**config.mk**
```make
export PLATFORM = sky130hd
export DESIGN_NAME = mlfq_job_scheduler_top
export DESIGN_NICKNAME = d
export VERILOG_FILES = /design/src/sv/mlfq_pkg.sv /design/src/sv/mlfq_ctrl.sv /design/src/sv/mlfq_dpath.sv /design/src/sv/mlfq_job_scheduler_top.sv
export SDC_FILE = /design/constraint.sdc
export NUM_CORES = 1
export LEC_CHECK = 0
export BUFFER_PORTS_ARGS = -buffer_cell sky130_fd_sc_hd__clkbuf_2
export CAP_MARGIN = 20
export CORE_MARGIN = 5
export CORE_UTILIZATION = 49
export DETAILED_ROUTE_END_ITERATION = 8
export PLACE_DENSITY = 0.7
export SETUP_SLACK_MARGIN = 0.5
export SYNTH_ARGS = -nofsm -noshare
export SYNTH_HDL_FRONTEND = slang
export SYNTH_HIERARCHICAL = 1
export SYNTH_SLANG_ARGS = --single-unit
```
**constraint.sdc**
```tcl
create_clock -name clock -period 7.55 [get_ports clock]
set_input_delay 0.755 -clock clock [delete_from_list [all_inputs] [get_ports clock]]
set_output_delay 0.755 -clock clock [all_outputs]
set_load 0.1 [all_outputs]
```
**src/sv/mlfq_pkg.sv**
```systemverilog
`timescale 1ns / 1ps
// ----------------------------------------------------------------------------
// mlfq_pkg
// shared types and constants of the three-level feedback queue scheduler
// ----------------------------------------------------------------------------
package mlfq_pkg;

   localparam int JOB_SLOTS_DEF = 16;

   localparam logic [1:0] TOP_LEVEL = 2'd2;
   localparam logic [3:0] CNT_MAX   = 4'd15;

   localparam int REQ_W = 24;
   localparam int RSP_W = 40;
   localparam int CFG_W = 4;

   typedef enum logic [1:0] {
      OP_TICK   = 2'd0,
      OP_ENQ    = 2'd1,
      OP_DEQ    = 2'd2,
      OP_FINISH = 2'd3
   } op_type;

   typedef enum logic [1:0] {
      STATUS_OK        = 2'd0,
      STATUS_FULL      = 2'd1,
      STATUS_NOT_FOUND = 2'd2
   } status_type;

   typedef enum logic [1:0] {
      CFG_SLICE0 = 2'd0,
      CFG_SLICE1 = 2'd1,
      CFG_SLICE2 = 2'd2,
      CFG_AGING  = 2'd3
   } cfg_index_type;

   typedef enum logic [4:0] {
      CMD_NONE,
      CMD_ACCEPT,
      CMD_RELEASE,
      CMD_TICK,
      CMD_WALK_INIT,
      CMD_NEXT_LV,
      CMD_MEM_RD,
      CMD_AGE_EX,
      CMD_AGE_PUSH,
      CMD_SCAN,
      CMD_DEQ_EX,
      CMD_NOT_FOUND,
      CMD_SEL_NONE,
      CMD_SEL_RD,
      CMD_SEL_EX,
      CMD_SEL_PUSH,
      CMD_OUT
   } cmd_type;

   typedef struct packed {
      op_type op;
      logic   p_none;
      logic   lv_zero;
      logic   promote;
      logic   scan_free;
      logic   scan_last;
      logic   run_vld;
      logic   run_match;
      logic   id_match;
      logic   need_sel;
      logic   pick_ok;
      logic   out_free;
   } stat_type;

endpackage

```
**src/sv/mlfq_ctrl.sv**
```systemverilog
`timescale 1ns / 1ps
// ----------------------------------------------------------------------------
// mlfq_ctrl
// sequencer that steps one request through aging (skipped on finish), command and selection
// ----------------------------------------------------------------------------
module mlfq_ctrl (
   input  logic              clock,
   input  logic              reset,
   input  logic              req_tvalid,
   output logic              req_tready,
   output mlfq_pkg::cmd_type cmd,
   input  mlfq_pkg::stat_type stat
);
   import mlfq_pkg::*;

   typedef enum logic [13:0] {
      S_IDLE      = 14'b00000000000001,
      S_DECODE    = 14'b00000000000010,
      S_AGE_CHK   = 14'b00000000000100,
      S_AGE_EX    = 14'b00000000001000,
      S_AGE_PUSH  = 14'b00000000010000,
      S_OPS       = 14'b00000000100000,
      S_SCAN      = 14'b00000001000000,
      S_DEQ_START = 14'b00000010000000,
      S_DEQ_CHK   = 14'b00000100000000,
      S_DEQ_EX    = 14'b00001000000000,
      S_SEL_CHK   = 14'b00010000000000,
      S_SEL_EX    = 14'b00100000000000,
      S_SEL_PUSH  = 14'b01000000000000,
      S_OUT       = 14'b10000000000000
   } state_type;

   state_type state_ff, state_in;

   assign req_tready = (state_ff == S_IDLE);

   always_comb begin
      state_in = state_ff;
      cmd      = CMD_NONE;
      case (state_ff)
         S_IDLE: begin
            if (req_tvalid) begin
               cmd      = CMD_ACCEPT;
               state_in = S_DECODE;
            end
         end
         S_DECODE: begin
            if (stat.op == OP_FINISH) begin
               cmd      = CMD_RELEASE;
               state_in = S_SEL_CHK;
            end else begin
               cmd      = CMD_TICK;
               state_in = S_AGE_CHK;
            end
         end
         S_AGE_CHK: begin
            if (stat.p_none) begin
               if (stat.lv_zero) state_in = S_OPS;
               else cmd = CMD_NEXT_LV;
            end else begin
               cmd      = CMD_MEM_RD;
               state_in = S_AGE_EX;
            end
         end
         S_AGE_EX: begin
            cmd      = CMD_AGE_EX;
            state_in = stat.promote ? S_AGE_PUSH : S_AGE_CHK;
         end
         S_AGE_PUSH: begin
            cmd      = CMD_AGE_PUSH;
            state_in = S_AGE_CHK;
         end
         S_OPS: begin
            case (stat.op)
               OP_ENQ:  state_in = S_SCAN;
               OP_DEQ:  state_in = S_DEQ_START;
               default: state_in = S_SEL_CHK;
            endcase
         end
         S_SCAN: begin
            cmd = CMD_SCAN;
            if (stat.scan_free || stat.scan_last) state_in = S_SEL_CHK;
         end
         S_DEQ_START: begin
            if (stat.run_match) begin
               cmd      = CMD_RELEASE;
               state_in = S_SEL_CHK;
            end else begin
               cmd      = CMD_WALK_INIT;
               state_in = S_DEQ_CHK;
            end
         end
         S_DEQ_CHK: begin
            if (stat.p_none) begin
               if (stat.lv_zero) begin
                  cmd      = CMD_NOT_FOUND;
                  state_in = S_SEL_CHK;
               end else begin
                  cmd = CMD_NEXT_LV;
               end
            end else begin
               cmd      = CMD_MEM_RD;
               state_in = S_DEQ_EX;
            end
         end
         S_DEQ_EX: begin
            cmd      = CMD_DEQ_EX;
            state_in = stat.id_match ? S_SEL_CHK : S_DEQ_CHK;
         end
         S_SEL_CHK: begin
            if (stat.need_sel && stat.pick_ok) begin
               cmd      = CMD_SEL_RD;
               state_in = S_SEL_EX;
            end else if (stat.need_sel) begin
               cmd      = CMD_SEL_NONE;
               state_in = S_OUT;
            end else begin
               state_in = S_OUT;
            end
         end
         S_SEL_EX: begin
            cmd      = CMD_SEL_EX;
            state_in = stat.run_vld ? S_SEL_PUSH : S_OUT;
         end
         S_SEL_PUSH: begin
            cmd      = CMD_SEL_PUSH;
            state_in = S_OUT;
         end
         S_OUT: begin
            if (stat.out_free) begin
               cmd      = CMD_OUT;
               state_in = S_IDLE;
            end
         end
         default: state_in = S_IDLE;
      endcase
   end

   always_ff @(posedge clock) begin
      if (reset) state_ff <= S_IDLE;
      else state_ff <= state_in;
   end

endmodule

```
**src/sv/mlfq_dpath.sv**
```systemverilog
`timescale 1ns / 1ps
// ----------------------------------------------------------------------------
// mlfq_dpath
// slot table, level lists, running job and result register
// ----------------------------------------------------------------------------
module mlfq_dpath #(
   parameter int JOB_SLOTS = mlfq_pkg::JOB_SLOTS_DEF
) (
   input  logic                        clock,
   input  logic                        reset,
   input  logic [mlfq_pkg::REQ_W-1:0]  req_tdata,
   input  logic                        csr_we,
   input  logic [1:0]                  csr_index,
   input  logic [mlfq_pkg::CFG_W-1:0]  csr_wdata,
   input  mlfq_pkg::cmd_type           cmd,
   output mlfq_pkg::stat_type          stat,
   output logic                        rsp_tvalid,
   input  logic                        rsp_tready,
   output logic [mlfq_pkg::RSP_W-1:0]  rsp_tdata
);
   import mlfq_pkg::*;

   localparam int SW = (JOB_SLOTS > 1) ? $clog2(JOB_SLOTS) : 1;
   localparam logic [SW-1:0] LAST_SLOT = SW'(JOB_SLOTS - 1);

   // configuration
   logic [3:0] slice_ff [3];
   logic [3:0] aging_ff;

   // latched request
   op_type      op_ff;
   logic [1:0]  pr_ff;
   logic [15:0] id_ff;

   // level lists
   logic [2:0]    head_none_ff, tail_none_ff;
   logic [SW-1:0] head_ff [3];
   logic [SW-1:0] tail_ff [3];

   // running job
   logic          run_vld_ff;
   logic [SW-1:0] run_slot_ff;
   logic [15:0]   run_ident_ff;
   logic [1:0]    run_level_ff, run_base_ff;
   logic [3:0]    slice_used_ff;
   logic [15:0]   last_ident_ff;
   logic [JOB_SLOTS-1:0] used_ff;

   // walk cursor
   logic [1:0]    lv_ff;
   logic          p_none_ff, prev_none_ff;
   logic [SW-1:0] p_ff, prev_ff, pp_ff, scan_ff;

   // per request flags
   logic          preempt_ff, changed_ff;
   status_type    status_ff;
   logic [15:0]   assigned_ff;
   logic          old_vld_ff;
   logic [SW-1:0] old_slot_ff;
   logic [1:0]    old_base_ff;

   // result register
   logic        rsp_valid_ff;
   logic [15:0] rsp_id_ff, rsp_asg_ff;
   logic [1:0]  rsp_level_ff;
   logic        rsp_run_ff, rsp_sw_ff;
   status_type  rsp_status_ff;

   // slot memories
   logic [15:0]   ident_mem [JOB_SLOTS];
   logic [1:0]    base_mem  [JOB_SLOTS];
   logic [1:0]    level_mem [JOB_SLOTS];
   logic [3:0]    wait_mem  [JOB_SLOTS];
   logic [SW-1:0] link_mem  [JOB_SLOTS];
   logic [15:0]   rd_ident_ff;
   logic [1:0]    rd_base_ff, rd_level_ff;
   logic [3:0]    rd_wait_ff;
   logic [SW-1:0] rd_link_ff;
   logic [SW-1:0] rd_addr;

   // combinational helpers
   logic          tail_hit, nx_none, promote, id_match, scan_free;
   logic [3:0]    w_inc;
   logic [1:0]    lv_up, pick_lv;
   logic          pick_ok, need_sel;
   logic [3:0]    run_slice;
   logic [15:0]   next_ident;
   logic [SW-1:0] sel_head;
   logic          sel_hit;

   assign tail_hit   = !tail_none_ff[lv_ff] && (tail_ff[lv_ff] == p_ff);
   assign nx_none    = tail_hit;
   assign w_inc      = (rd_wait_ff == CNT_MAX) ? CNT_MAX : rd_wait_ff + 4'd1;
   assign promote    = (lv_ff != TOP_LEVEL) && (w_inc >= aging_ff);
   assign id_match   = (rd_ident_ff == id_ff);
   assign lv_up      = lv_ff + 2'd1;
   assign scan_free  = !used_ff[scan_ff];
   assign next_ident = (last_ident_ff == 16'hFFFF) ? 16'd1 : last_ident_ff + 16'd1;
   assign sel_head   = head_ff[lv_ff];
   assign sel_hit    = !tail_none_ff[lv_ff] && (tail_ff[lv_ff] == sel_head);

   always_comb begin
      case (run_level_ff)
         2'd0:    run_slice = slice_ff[0];
         2'd1:    run_slice = slice_ff[1];
         default: run_slice = slice_ff[2];
      endcase
   end

   // highest non-empty level not below the running level
   always_comb begin
      pick_ok = 1'b0;
      pick_lv = 2'd0;
      for (int l = 2; l >= 0; l--) begin
         if (!pick_ok && !head_none_ff[l] && (!run_vld_ff || 2'(l) >= run_level_ff)) begin
            pick_ok = 1'b1;
            pick_lv = 2'(l);
         end
      end
   end

   assign need_sel = preempt_ff || !run_vld_ff || (slice_used_ff >= run_slice);
   assign rd_addr  = (cmd == CMD_SEL_RD) ? head_ff[pick_lv] : p_ff;

   always_comb begin
      stat.op        = op_ff;
      stat.p_none    = p_none_ff;
      stat.lv_zero   = (lv_ff == 2'd0);
      stat.promote   = promote;
      stat.scan_free = scan_free;
      stat.scan_last = (scan_ff == LAST_SLOT);
      stat.run_vld   = run_vld_ff;
      stat.run_match = run_vld_ff && (run_ident_ff == id_ff);
      stat.id_match  = id_match;
      stat.need_sel  = need_sel;
      stat.pick_ok   = pick_ok;
      stat.out_free  = !rsp_valid_ff || rsp_tready;
   end

   // memory write ports
   logic          link_we, wait_we, level_we, ent_we;
   logic [SW-1:0] link_wa, wait_wa, level_wa, link_wd;
   logic [3:0]    wait_wd;
   logic [1:0]    level_wd;

   always_comb begin
      link_we  = 1'b0; link_wa  = p_ff;  link_wd  = rd_link_ff;
      wait_we  = 1'b0; wait_wa  = p_ff;  wait_wd  = 4'd0;
      level_we = 1'b0; level_wa = p_ff;  level_wd = lv_up;
      ent_we   = 1'b0;
      case (cmd)
         CMD_AGE_EX: begin
            wait_we = 1'b1;
            wait_wd = promote ? 4'd0 : w_inc;
            if (promote) begin
               level_we = 1'b1;
               link_we  = !prev_none_ff && !nx_none;
               link_wa  = prev_ff;
            end
         end
         CMD_DEQ_EX: begin
            link_we = id_match && !prev_none_ff && !nx_none;
            link_wa = prev_ff;
         end
         CMD_AGE_PUSH: begin
            link_we = !head_none_ff[lv_up];
            link_wa = pp_ff;
            link_wd = head_ff[lv_up];
         end
         CMD_SCAN: begin
            ent_we   = scan_free;
            wait_we  = scan_free;
            wait_wa  = scan_ff;
            level_we = scan_free;
            level_wa = scan_ff;
            level_wd = pr_ff;
            link_we  = scan_free && !head_none_ff[pr_ff];
            link_wa  = scan_ff;
            link_wd  = head_ff[pr_ff];
         end
         CMD_SEL_EX: begin
            wait_we = 1'b1;
            wait_wa = sel_head;
         end
         CMD_SEL_PUSH: begin
            wait_we  = 1'b1;
            wait_wa  = old_slot_ff;
            level_we = 1'b1;
            level_wa = old_slot_ff;
            level_wd = old_base_ff;
            link_we  = !head_none_ff[old_base_ff];
            link_wa  = tail_ff[old_base_ff];
            link_wd  = old_slot_ff;
         end
         default: ;
      endcase
   end

   always_ff @(posedge clock) begin
      if (link_we)  link_mem[link_wa]   <= link_wd;
      if (wait_we)  wait_mem[wait_wa]   <= wait_wd;
      if (level_we) level_mem[level_wa] <= level_wd;
      if (ent_we) begin
         ident_mem[scan_ff] <= next_ident;
         base_mem[scan_ff]  <= pr_ff;
      end
      rd_ident_ff <= ident_mem[rd_addr];
      rd_base_ff  <= base_mem[rd_addr];
      rd_level_ff <= level_mem[rd_addr];
      rd_wait_ff  <= wait_mem[rd_addr];
      rd_link_ff  <= link_mem[rd_addr];
   end

   // configuration registers
   always_ff @(posedge clock) begin
      if (reset) begin
         slice_ff[0] <= 4'd5;
         slice_ff[1] <= 4'd2;
         slice_ff[2] <= 4'd1;
         aging_ff    <= 4'd10;
      end else if (csr_we) begin
         case (cfg_index_type'(csr_index))
            CFG_SLICE0: slice_ff[0] <= csr_wdata;
            CFG_SLICE1: slice_ff[1] <= csr_wdata;
            CFG_SLICE2: slice_ff[2] <= csr_wdata;
            CFG_AGING:  aging_ff    <= csr_wdata;
            default: ;
         endcase
      end
   end

   // payload and cursor registers
   always_ff @(posedge clock) begin
      case (cmd)
         CMD_ACCEPT: begin
            op_ff       <= op_type'(req_tdata[1:0]);
            pr_ff       <= (req_tdata[3:2] == 2'd3) ? TOP_LEVEL : req_tdata[3:2];
            id_ff       <= req_tdata[19:4];
            scan_ff     <= '0;
            preempt_ff  <= 1'b0;
            changed_ff  <= 1'b0;
            status_ff   <= STATUS_OK;
            assigned_ff <= 16'd0;
         end
         CMD_RELEASE: if (run_vld_ff) changed_ff <= 1'b1;
         CMD_TICK, CMD_WALK_INIT: begin
            lv_ff        <= TOP_LEVEL;
            p_ff         <= head_ff[TOP_LEVEL];
            p_none_ff    <= head_none_ff[TOP_LEVEL];
            prev_none_ff <= 1'b1;
         end
         CMD_NEXT_LV: begin
            lv_ff        <= lv_ff - 2'd1;
            p_ff         <= head_ff[lv_ff - 2'd1];
            p_none_ff    <= head_none_ff[lv_ff - 2'd1];
            prev_none_ff <= 1'b1;
         end
         CMD_AGE_EX: begin
            p_ff      <= rd_link_ff;
            p_none_ff <= nx_none;
            if (promote) begin
               pp_ff <= p_ff;
            end else begin
               prev_ff      <= p_ff;
               prev_none_ff <= 1'b0;
            end
         end
         CMD_DEQ_EX: begin
            if (!id_match) begin
               p_ff         <= rd_link_ff;
               p_none_ff    <= nx_none;
               prev_ff      <= p_ff;
               prev_none_ff <= 1'b0;
            end
         end
         CMD_SCAN: begin
            if (scan_free) begin
               assigned_ff <= next_ident;
               preempt_ff  <= run_vld_ff && (pr_ff >= run_level_ff);
            end else if (scan_ff == LAST_SLOT) begin
               status_ff <= STATUS_FULL;
            end else begin
               scan_ff <= scan_ff + SW'(1);
            end
         end
         CMD_NOT_FOUND: status_ff <= STATUS_NOT_FOUND;
         // the chosen level becomes the cursor for the head removal
         CMD_SEL_RD: lv_ff <= pick_lv;
         CMD_SEL_EX: begin
            changed_ff   <= 1'b1;
            old_vld_ff   <= run_vld_ff;
            old_slot_ff  <= run_slot_ff;
            old_base_ff  <= run_base_ff;
            run_slot_ff  <= sel_head;
            run_ident_ff <= rd_ident_ff;
            run_level_ff <= rd_level_ff;
            run_base_ff  <= rd_base_ff;
         end
         default: ;
      endcase
   end

   // control state: lists, running job, slot use, counters
   always_ff @(posedge clock) begin
      if (reset) begin
         head_none_ff  <= 3'b111;
         tail_none_ff  <= 3'b111;
         run_vld_ff    <= 1'b0;
         slice_used_ff <= 4'd0;
         last_ident_ff <= 16'd0;
         used_ff       <= '0;
      end else begin
         case (cmd)
            CMD_RELEASE: begin
               if (run_vld_ff) begin
                  used_ff[run_slot_ff] <= 1'b0;
                  run_vld_ff           <= 1'b0;
               end
            end
            CMD_TICK: begin
               if (run_vld_ff && slice_used_ff != CNT_MAX)
                  slice_used_ff <= slice_used_ff + 4'd1;
            end
            CMD_AGE_EX, CMD_DEQ_EX: begin
               if ((cmd == CMD_AGE_EX && promote) || (cmd == CMD_DEQ_EX && id_match)) begin
                  if (prev_none_ff) begin
                     head_ff[lv_ff]      <= rd_link_ff;
                     head_none_ff[lv_ff] <= nx_none;
                  end
                  if (prev_none_ff && nx_none) begin
                     tail_none_ff[lv_ff] <= 1'b1;
                  end else if (tail_hit) begin
                     tail_ff[lv_ff]      <= prev_ff;
                     tail_none_ff[lv_ff] <= prev_none_ff;
                  end
                  if (cmd == CMD_DEQ_EX) used_ff[p_ff] <= 1'b0;
               end
            end
            CMD_AGE_PUSH: begin
               head_ff[lv_up]      <= pp_ff;
               head_none_ff[lv_up] <= 1'b0;
               if (head_none_ff[lv_up]) begin
                  tail_ff[lv_up]      <= pp_ff;
                  tail_none_ff[lv_up] <= 1'b0;
               end
            end
            CMD_SCAN: begin
               if (scan_free) begin
                  used_ff[scan_ff]    <= 1'b1;
                  last_ident_ff       <= next_ident;
                  head_ff[pr_ff]      <= scan_ff;
                  head_none_ff[pr_ff] <= 1'b0;
                  if (head_none_ff[pr_ff]) begin
                     tail_ff[pr_ff]      <= scan_ff;
                     tail_none_ff[pr_ff] <= 1'b0;
                  end
               end
            end
            CMD_SEL_NONE: slice_used_ff <= 4'd0;
            CMD_SEL_EX: begin
               slice_used_ff <= 4'd0;
               run_vld_ff    <= 1'b1;
               if (sel_hit) begin
                  head_none_ff[lv_ff] <= 1'b1;
                  tail_none_ff[lv_ff] <= 1'b1;
               end else begin
                  head_ff[lv_ff] <= rd_link_ff;
               end
            end
            CMD_SEL_PUSH: begin
               if (old_vld_ff) begin
                  tail_ff[old_base_ff]      <= old_slot_ff;
                  tail_none_ff[old_base_ff] <= 1'b0;
                  if (head_none_ff[old_base_ff]) begin
                     head_ff[old_base_ff]      <= old_slot_ff;
                     head_none_ff[old_base_ff] <= 1'b0;
                  end
               end
            end
            default: ;
         endcase
      end
   end

   // result register
   always_ff @(posedge clock) begin
      if (reset) begin
         rsp_valid_ff <= 1'b0;
      end else if (cmd == CMD_OUT) begin
         rsp_valid_ff <= 1'b1;
      end else if (rsp_tready) begin
         rsp_valid_ff <= 1'b0;
      end
   end

   always_ff @(posedge clock) begin
      if (cmd == CMD_OUT) begin
         rsp_run_ff    <= run_vld_ff;
         rsp_id_ff     <= run_vld_ff ? run_ident_ff : 16'd0;
         rsp_level_ff  <= run_vld_ff ? run_level_ff : 2'd0;
         rsp_sw_ff     <= changed_ff;
         rsp_asg_ff    <= assigned_ff;
         rsp_status_ff <= status_ff;
      end
   end

   assign rsp_tvalid = rsp_valid_ff;
   assign rsp_tdata  = {2'b00, rsp_status_ff, rsp_asg_ff, rsp_sw_ff, rsp_level_ff,
                        rsp_id_ff, rsp_run_ff};

   a_list_ends: assert property (@(posedge clock) disable iff (reset)
      head_none_ff == tail_none_ff)
      else $error("list head and tail disagree on emptiness");

   a_run_used: assert property (@(posedge clock) disable iff (reset)
      run_vld_ff |-> used_ff[run_slot_ff])
      else $error("running job sits in a free slot");

   a_out_load: assert property (@(posedge clock) disable iff (reset)
      cmd == CMD_OUT |=> rsp_valid_ff)
      else $error("result not presented after load");

endmodule

```
**src/sv/mlfq_job_scheduler_top.sv**
```systemverilog
`timescale 1ns / 1ps
// ----------------------------------------------------------------------------
// mlfq_job_scheduler_top
// three-level feedback queue scheduler over a table of job slots
// ----------------------------------------------------------------------------
//  channel   direction  payload
//  req_*     in         operation, job_priority, job_id
//  rsp_*     out        run_valid, run_id, run_level, switched, assigned_id, status
//  csr_*     in         slice_level0..2, aging_limit (write only)
//
//  one request at a time: accept, decode, one check per level while aging,
//  where each queued job visited is read and updated and a promoted one is
//  pushed up a level (aging is skipped on finish), dispatch, then on enqueue a
//  scan of up to JOB_SLOTS slots for a free one, on dequeue one check per level
//  and a read per job visited, then a selection check, a head read and update
//  when a job is selected, a push of the job it replaces, and the result load
//  synchronous active-high reset empties all levels and clears the running job
//  a result waits in the output register while the next request is taken in
// ----------------------------------------------------------------------------
module mlfq_job_scheduler_top #(
   parameter int JOB_SLOTS = mlfq_pkg::JOB_SLOTS_DEF
) (
   input  logic                        clock,
   input  logic                        reset,
   // request: operation[1:0], job_priority[3:2], job_id[19:4]
   input  logic                        req_tvalid,
   output logic                        req_tready,
   input  logic [mlfq_pkg::REQ_W-1:0]  req_tdata,
   // result: run_valid[0], run_id[16:1], run_level[18:17], switched[19],
   // assigned_id[35:20], status[37:36]
   output logic                        rsp_tvalid,
   input  logic                        rsp_tready,
   output logic [mlfq_pkg::RSP_W-1:0]  rsp_tdata,
   // register write port
   input  logic                        csr_we,
   input  logic [1:0]                  csr_index,
   input  logic [mlfq_pkg::CFG_W-1:0]  csr_wdata
);
   import mlfq_pkg::*;

   cmd_type  cmd;
   stat_type stat;

   // sequencer
   mlfq_ctrl u_ctrl (
      .clock      (clock),
      .reset      (reset),
      .req_tvalid (req_tvalid),
      .req_tready (req_tready),
      .cmd        (cmd),
      .stat       (stat)
   );

   // slot table, lists and result register
   mlfq_dpath #(
      .JOB_SLOTS (JOB_SLOTS)
   ) u_dpath (
      .clock      (clock),
      .reset      (reset),
      .req_tdata  (req_tdata),
      .csr_we     (csr_we),
      .csr_index  (csr_index),
      .csr_wdata  (csr_wdata),
      .cmd        (cmd),
      .stat       (stat),
      .rsp_tvalid (rsp_tvalid),
      .rsp_tready (rsp_tready),
      .rsp_tdata  (rsp_tdata)
   );

endmodule
```
==> results of run 1 <==
[cells in the mapped netlist, drive strengths merged, types with 42 or more instances]
cell	number
a21oi	64
buf	77
clkbuf	53
dfxtp	96
edfxtp	613
inv	45
mux2i	272
nand2	138
nor2	161
nor3	42
o21ai	62
o22ai	115
xor2	44
[kinds of logic (layout without fill, tap and decap cells)]
kind of cell | count (synthesis) | count (layout) | share of synthesized area [%]
XOR/XNOR | 70 | 70 | 2.00
multiplexers | 297 | 297 | 10.0
AND/OR/NAND/NOR | 591 | 591 | 9.93
other | 1 | 2 | 0.0122
AO/OA/AOI/OAI | 371 | 371 | 7.96
buffers and inverters | 177 | 320 | 2.67
adder cells (fa/ha/maj) | 24 | 24 | 0.981
flip-flops | 709 | 709 | 66.4
[metal layers]
layer	share of wire (%)	up-vias	wire length [um]	global-route usage [%]
li1	-	8732	-	-
met1	42	9601	31700	31.2
met2	47	915	35700	35.3
met3	8.8	155	6660	3.63
met5	0	-	0	0
met4	2.5	0	1930	5.92
[registers in the layout, summed over array words and instances, names as in the netlist, 32 cells and up, named ones only]
register           count
u_dpath/wait_mem      64
u_dpath/ident_mem    256
u_dpath/link_mem      64
u_dpath/level_mem     32
u_dpath/base_mem      32
[worst reg2reg max path, delay by kind of cell, from the launching register on]
kind                     cells  cell delay (ns)
AO/OA/AOI/OAI                5             0.61
adder cells (fa/ha/maj)      1             0.28
multiplexers                 2             0.62
flip-flops                   1             0.61
buffers and inverters        3             0.89
AND/OR/NAND/NOR              9             3.01
[layout make-up]
type / count / share of cell area, %
Clock buffer: 94 / 5.66
Clock inverter: 38 / 1.20
Inverter: 47 / 0.513
Multi-Input combinational cell: 1355 / 27.7
Sequential cell: 709 / 59.1
Tap cell: 837 / 3.05
Timing Repair Buffer: 141 / 2.70
[per-stage QoR]
| step | cells | total power [mW] | setup slack (ns) | hold slack (ns) |
|---|---|---|---|---|
| 3_5_place_dp | 3077 | 5.06 | 1.47 | 0.395 |
| 4_1_cts | 3209 | 8.60 | 1.41 | 0.293 |
| 6_report | 3221 | 8.54 | 1.38 | 0.320 |
| 5_1_grt | 3221 | 8.81 | 0.979 | 0.298 |
| 3_3_place_gp | 3075 | 5.05 | 1.47 | 0.392 |
| 2_1_floorplan | 2241 | 4.86 | 0.793 | 0.386 |
[path summary, 6_finish.rpt]
| path | start | end | slack [ns] |
|---|---|---|---|
| setup / recovery | u_dpath/run_level_ff[0] | u_dpath/rd_wait_ff[3] | 1.38 |
| setup reg to reg | u_dpath/run_level_ff[0] | u_dpath/rd_wait_ff[3] | 1.38 |
| hold reg to reg | u_dpath/rd_base_ff[0] | u_dpath/run_base_ff[0] | 0.40 |
| hold / removal | req_tdata[13] | u_dpath/id_ff[9] | 0.32 |
[power groups by stage]
stage | combinational [mW] | sequential (mW) | clock, mW
after CTS | 0.532 | 4.45 | 3.62
after global placement | 0.518 | 4.53 | 0
after global routing | 0.575 | 4.46 | 3.78
final | 0.536 | 4.45 | 3.56
after detailed placement | 0.529 | 4.53 | 0
after floorplan | 0.400 | 4.46 | 0
==> reports/metrics.yaml, run 1 <==
status: "complete, no violations"
hold_violations: 0
cts_hold_buf: 0
maxCapViolations: 0
cp_cell_sequence: "mux2i_1, o21ai_0, ha_1, nand2b_1, a21oi_1, nor2b_1, o21ai_0, nand3_1, nand4_1, a21oi_1, or3_1, nand3b_1, nor2_2, buf_4, mux2i_2, buf_4, or3_1, buf_4, o22ai_1, or4_1"
rsz0062_at_grt: "no"
final_common_cell: "edfxtp_1"
cts_tree: "done"
overflow: 0
p_clk_share_pct: 41.6
multi_input_area_mm2: 0.00954
wl_per_cell_um: 23.6
die_w_um: 260
die_area_mm2: 0.0676
final_util_pct: 55.6
cellPowerDensity_mw_per_mm2: 249
critPathLaunchType: "flop"
end_kind: "flop"
synth_area_leaders: "edfxtp_1 60%, mux2i_1 8.8%, dfxtp_1 6.3%"
cts.clk_slew.worst_paths_ns: 0.06
cts_max_path_buffers: 3
rows: 91
fp.dieH_um: 260
seqPwrFrac_pct: 52.1
dp_hpwl_um: 50700
core_area_mm2: 0.0618
tns_ns: 0
cts_setup_buffers: 0
synth_edf_count: 613
arrival_ns: 6.64
routabilityCongestion: 0.946
crit_buf_inv: 3
crit_top_cell: "buf_4"
worstMarginPinSlew_ns: 1.16
fill_cells: 4879
cts_made_buffers: 72
fmax_mhz: 162
period_minus_slack_ns: 6.17
grt_start_max_net_pins: 84
first_pass_iters: 8
crit_type: "flop to flop"
final_cell_mix: "613 x edfxtp_1, 268 x mux2i_1, 160 x nor2_1"
postRouteAntennaNets: 0
r2r_cells: 20
relSlewSlack_pct: 22.6
crit_fanout: 21
postLayoutCellArea_mm2: 0.0344
synth_cell_types: 87
via_per_inst: 6.02
diodes: 0
leakage_nw: 12.2
power.internal_mw: 6.61
skew_ns: 0.0191
crit_slowest_cell: "or3_1"
post_cts_resized: 0
ir_drop_uv: 145
placed_area_mm2: 0.0319
cp.depth: 20
via_count: 19403
finalCritPeriodShare_pct: 81.8
fin_nets: 2385
start_util_pct: 49.5
synthArstFlopShare_pct: 0
holdPathStages: 1
critical-path-top-delay-family: "simple AND/OR/NAND/NOR gates"
antenna_found_initial: 1
max_stage_delay_ns: 0.80
maxSlewViolCount: 0
syn_area_per_cell_um2: 13.7
yosysSeqAreaShare_pct: 66.4
holdCritPathClass: "input port to flop"
h-tree-depth: 3
ys_warn_count: 6
synthCells: 2240
synth.ff_latch_count: 709
grt_pass1_wl_um: 114000
crit_required_ns: 8.02
wirelength_um: 76000
clk_latency_ns: 0.62
cts.root.buffer_cell: "clkbuf_16"
regArea_mm2: 0.0203
cts.sinks: 709
switching_power_mw: 1.93
combPwrFrac_pct: 6.3
num_io_pins: 77
post_route_cells_drive_above_1_share_pct: 12.8
synth_top_area_cell: "edfxtp_1"
synth_top_area_share_pct: 60.1
first_global_vias: 18769
synth_ff_type: "edfxtp_1"
drc: 0
syn_to_final_growth_pct: 12.3
port_buffers: 70
grt_usage_pct: 21.9
setup_viol_count_final: 0
drt_iter0_drc: 2149
swShare_pct: 22.6
syn_area_mm2: 0.0306
Power figures use the tool's default switching activity.
==> run 2: changes to the inputs <==
Clock period 7.55 ns to 5.97 ns, I/O delays scaled along.
==> reports/metrics.yaml, run 2 (synthesis gave the netlist of run 1 again) <==
cts.sinks: 709
via_count: 19609
fin_nets: 2427
tns_ns: 0
grt_start_max_net_pins: 40
cp_cell_sequence: "mux2i_1, o21ai_0, ha_1, nand2b_1, a21oi_1, nor2b_1, o21ai_0, nand3_1, nand4_1, a21oi_1, or3_1, or3b_1, or2_2, inv_1, buf_6, nand2_1, nand3_1, nor2b_1, nand2_1, nor2_2"
fp.dieH_um: 260
fmax_mhz: 191
start_util_pct: 49.5
syn_to_final_growth_pct: 14.0
r2r_slack_ns: 0.73
overflow: 0
holdPathStages: 1
crit_required_ns: 6.27
cellPowerDensity_mw_per_mm2: 307
relSlewSlack_pct: 21.9
status: "complete, no violations"
cts_made_buffers: 72
worstMarginPinSlew_ns: 1.16
setup_viol_count_final: 0
crit_fanout: 21
wl_per_cell_um: 23.7
ir_drop_uv: 178
rsz0062_at_grt: "yes"
cts_tree: "done"
wirelength_um: 77200
hp-start: "req_tdata[15]"
drc: 0
end_kind: "flop"
finalCritPeriodShare_pct: 87.8
period_minus_slack_ns: 5.24
die_area_mm2: 0.0676
holdCritPathClass: "input port to flop"
dp_hpwl_um: 51400
largest_register_ffs: 256
first_pass_iters: 6
cts.root.buffer_cell: "clkbuf_16"
crit_type: "flop to flop"
crit_slowest_cell: "or3_1"
post_route_cells_drive_above_1_share_pct: 16.2
routabilityCongestion: 0.937
via_per_inst: 6.01
core_area_mm2: 0.0618
antenna_found_initial: 2
port_buffers: 70
clk_latency_ns: 0.61
rows: 91
skew_ns: 0.0185
whs_endpoint: "u_dpath/id_ff[11]"
h-tree-depth: 3
regMostFlops: "u_dpath/ident_mem"
largestRegisters: "u_dpath/ident_mem (256), u_dpath/link_mem (64), u_dpath/wait_mem (64)"
hold_violations: 0
cts.clk_slew.worst_paths_ns: 0.06
final_cell_mix: "613 x edfxtp_1, 268 x mux2i_1, 136 x nand2_1"
diodes: 0
whs_ns: 0.163
r2r_cells: 20
maxSlewViolCount: 0
critPathLaunchType: "flop"
grt_usage_pct: 22.4
drt_iter0_drc: 2184
leakage_nw: 12.4
max_stage_delay_ns: 0.53
grt_pass1_wl_um: 116000
postRouteAntennaNets: 0
maxCapViolations: 0
num_io_pins: 77
die_w_um: 260
arrival_ns: 5.54
cts_max_path_buffers: 3
rr_startpoint: "u_dpath/run_level_ff[0]"
reg2reg_to: "u_dpath/wait_mem[3][1]"
final_common_cell: "edfxtp_1"
first_global_vias: 19237
==> run 2: cell count changes in the layout (fill, tap and decap cells not counted), sizes merged <==
cell and delta:
clkinvlp -1, clkinv +7, clkbuf -1, buf +44, bufinv -4, inv -2
==> run 2: how the worst max path moves through the flow <==
stage,startpoint,end,slack (ns),depth (start not counted)
3_5_place_dp,u_dpath/run_level_ff[0],u_dpath/link_mem[12][0],0.59,21
3_3_place_gp,u_dpath/run_level_ff[0],u_dpath/link_mem[12][3],0.60,21
4_1_cts,u_dpath/run_level_ff[0],u_dpath/wait_mem[3][1],0.54,20
6_report,u_dpath/run_level_ff[0],u_dpath/wait_mem[3][1],0.73,20
2_1_floorplan,u_dpath/run_level_ff[0],u_dpath/base_mem[7][0],0.54,22
5_1_grt,u_dpath/run_level_ff[0],u_dpath/wait_mem[3][0],0.45,20
==> run 2: power breakdown <==
part	total [mW]	switching, mW	leakage, nW	internal (mW)
logic	0.721	0.454	5.06	0.267
registers	5.62	0.134	6.23	5.48
clock network	4.39	1.86	1.15	2.52
==> run 2: what timing repair did <==
item,4_1_cts,5_1_grt
setup buffers,0,4
endpoints found under the setup margin,0,327
resized for setup,0,39
hold buffers,0,0
==> run 2: cell type report <==
| type | instances | area (um2) |
|---|---|---|
| repair buffers | 183 | 1340 |
| well taps | 837 | 1050 |
| fillers | 4861 | 26900 |
| multi-input cells | 1355 | 9690 |
| inverters | 47 | 176 |
| flip-flops and latches | 709 | 20300 |
| clock inverters | 38 | 318 |
| clock buffers | 95 | 2010 |
==> run 2: layer usage <==
metal,up-vias,share of wire (%),global-route usage [%]
met5,-,0.017,0
met4,2,2.8,7.21
met3,138,7.4,2.95
met2,829,48,36.5
met1,9825,42,31.5
li1,8815,-,-
==> run 2: critical path, delay by kind of cell, from the launching register on <==
family | cells | cell delay (ns)
and+or+nand+nor | 12 | 3.08
DFF | 1 | 0.51
muxes | 1 | 0.16
adders and majority gates | 1 | 0.25
AOI/OAI and AO/OA | 4 | 0.58
buffers and inverters | 2 | 0.34
==> run 2: through the flow <==
step | power (mW) | worst slack (ns) | cells | utilization (%) | area [um2]
after detailed placement | 6.42 | 0.591 | 3119 | 52.3 | 32400
after floorplan | 6.15 | 0.545 | 2241 | - | 30600
after CTS | 10.8 | 0.539 | 3252 | 56.1 | 34700
after global routing | 11.1 | 0.452 | 3264 | 56.5 | 34900
after global placement | 6.40 | 0.601 | 3118 | 52.3 | 32300
final | 10.7 | 0.729 | 3264 | 56.5 | 34900
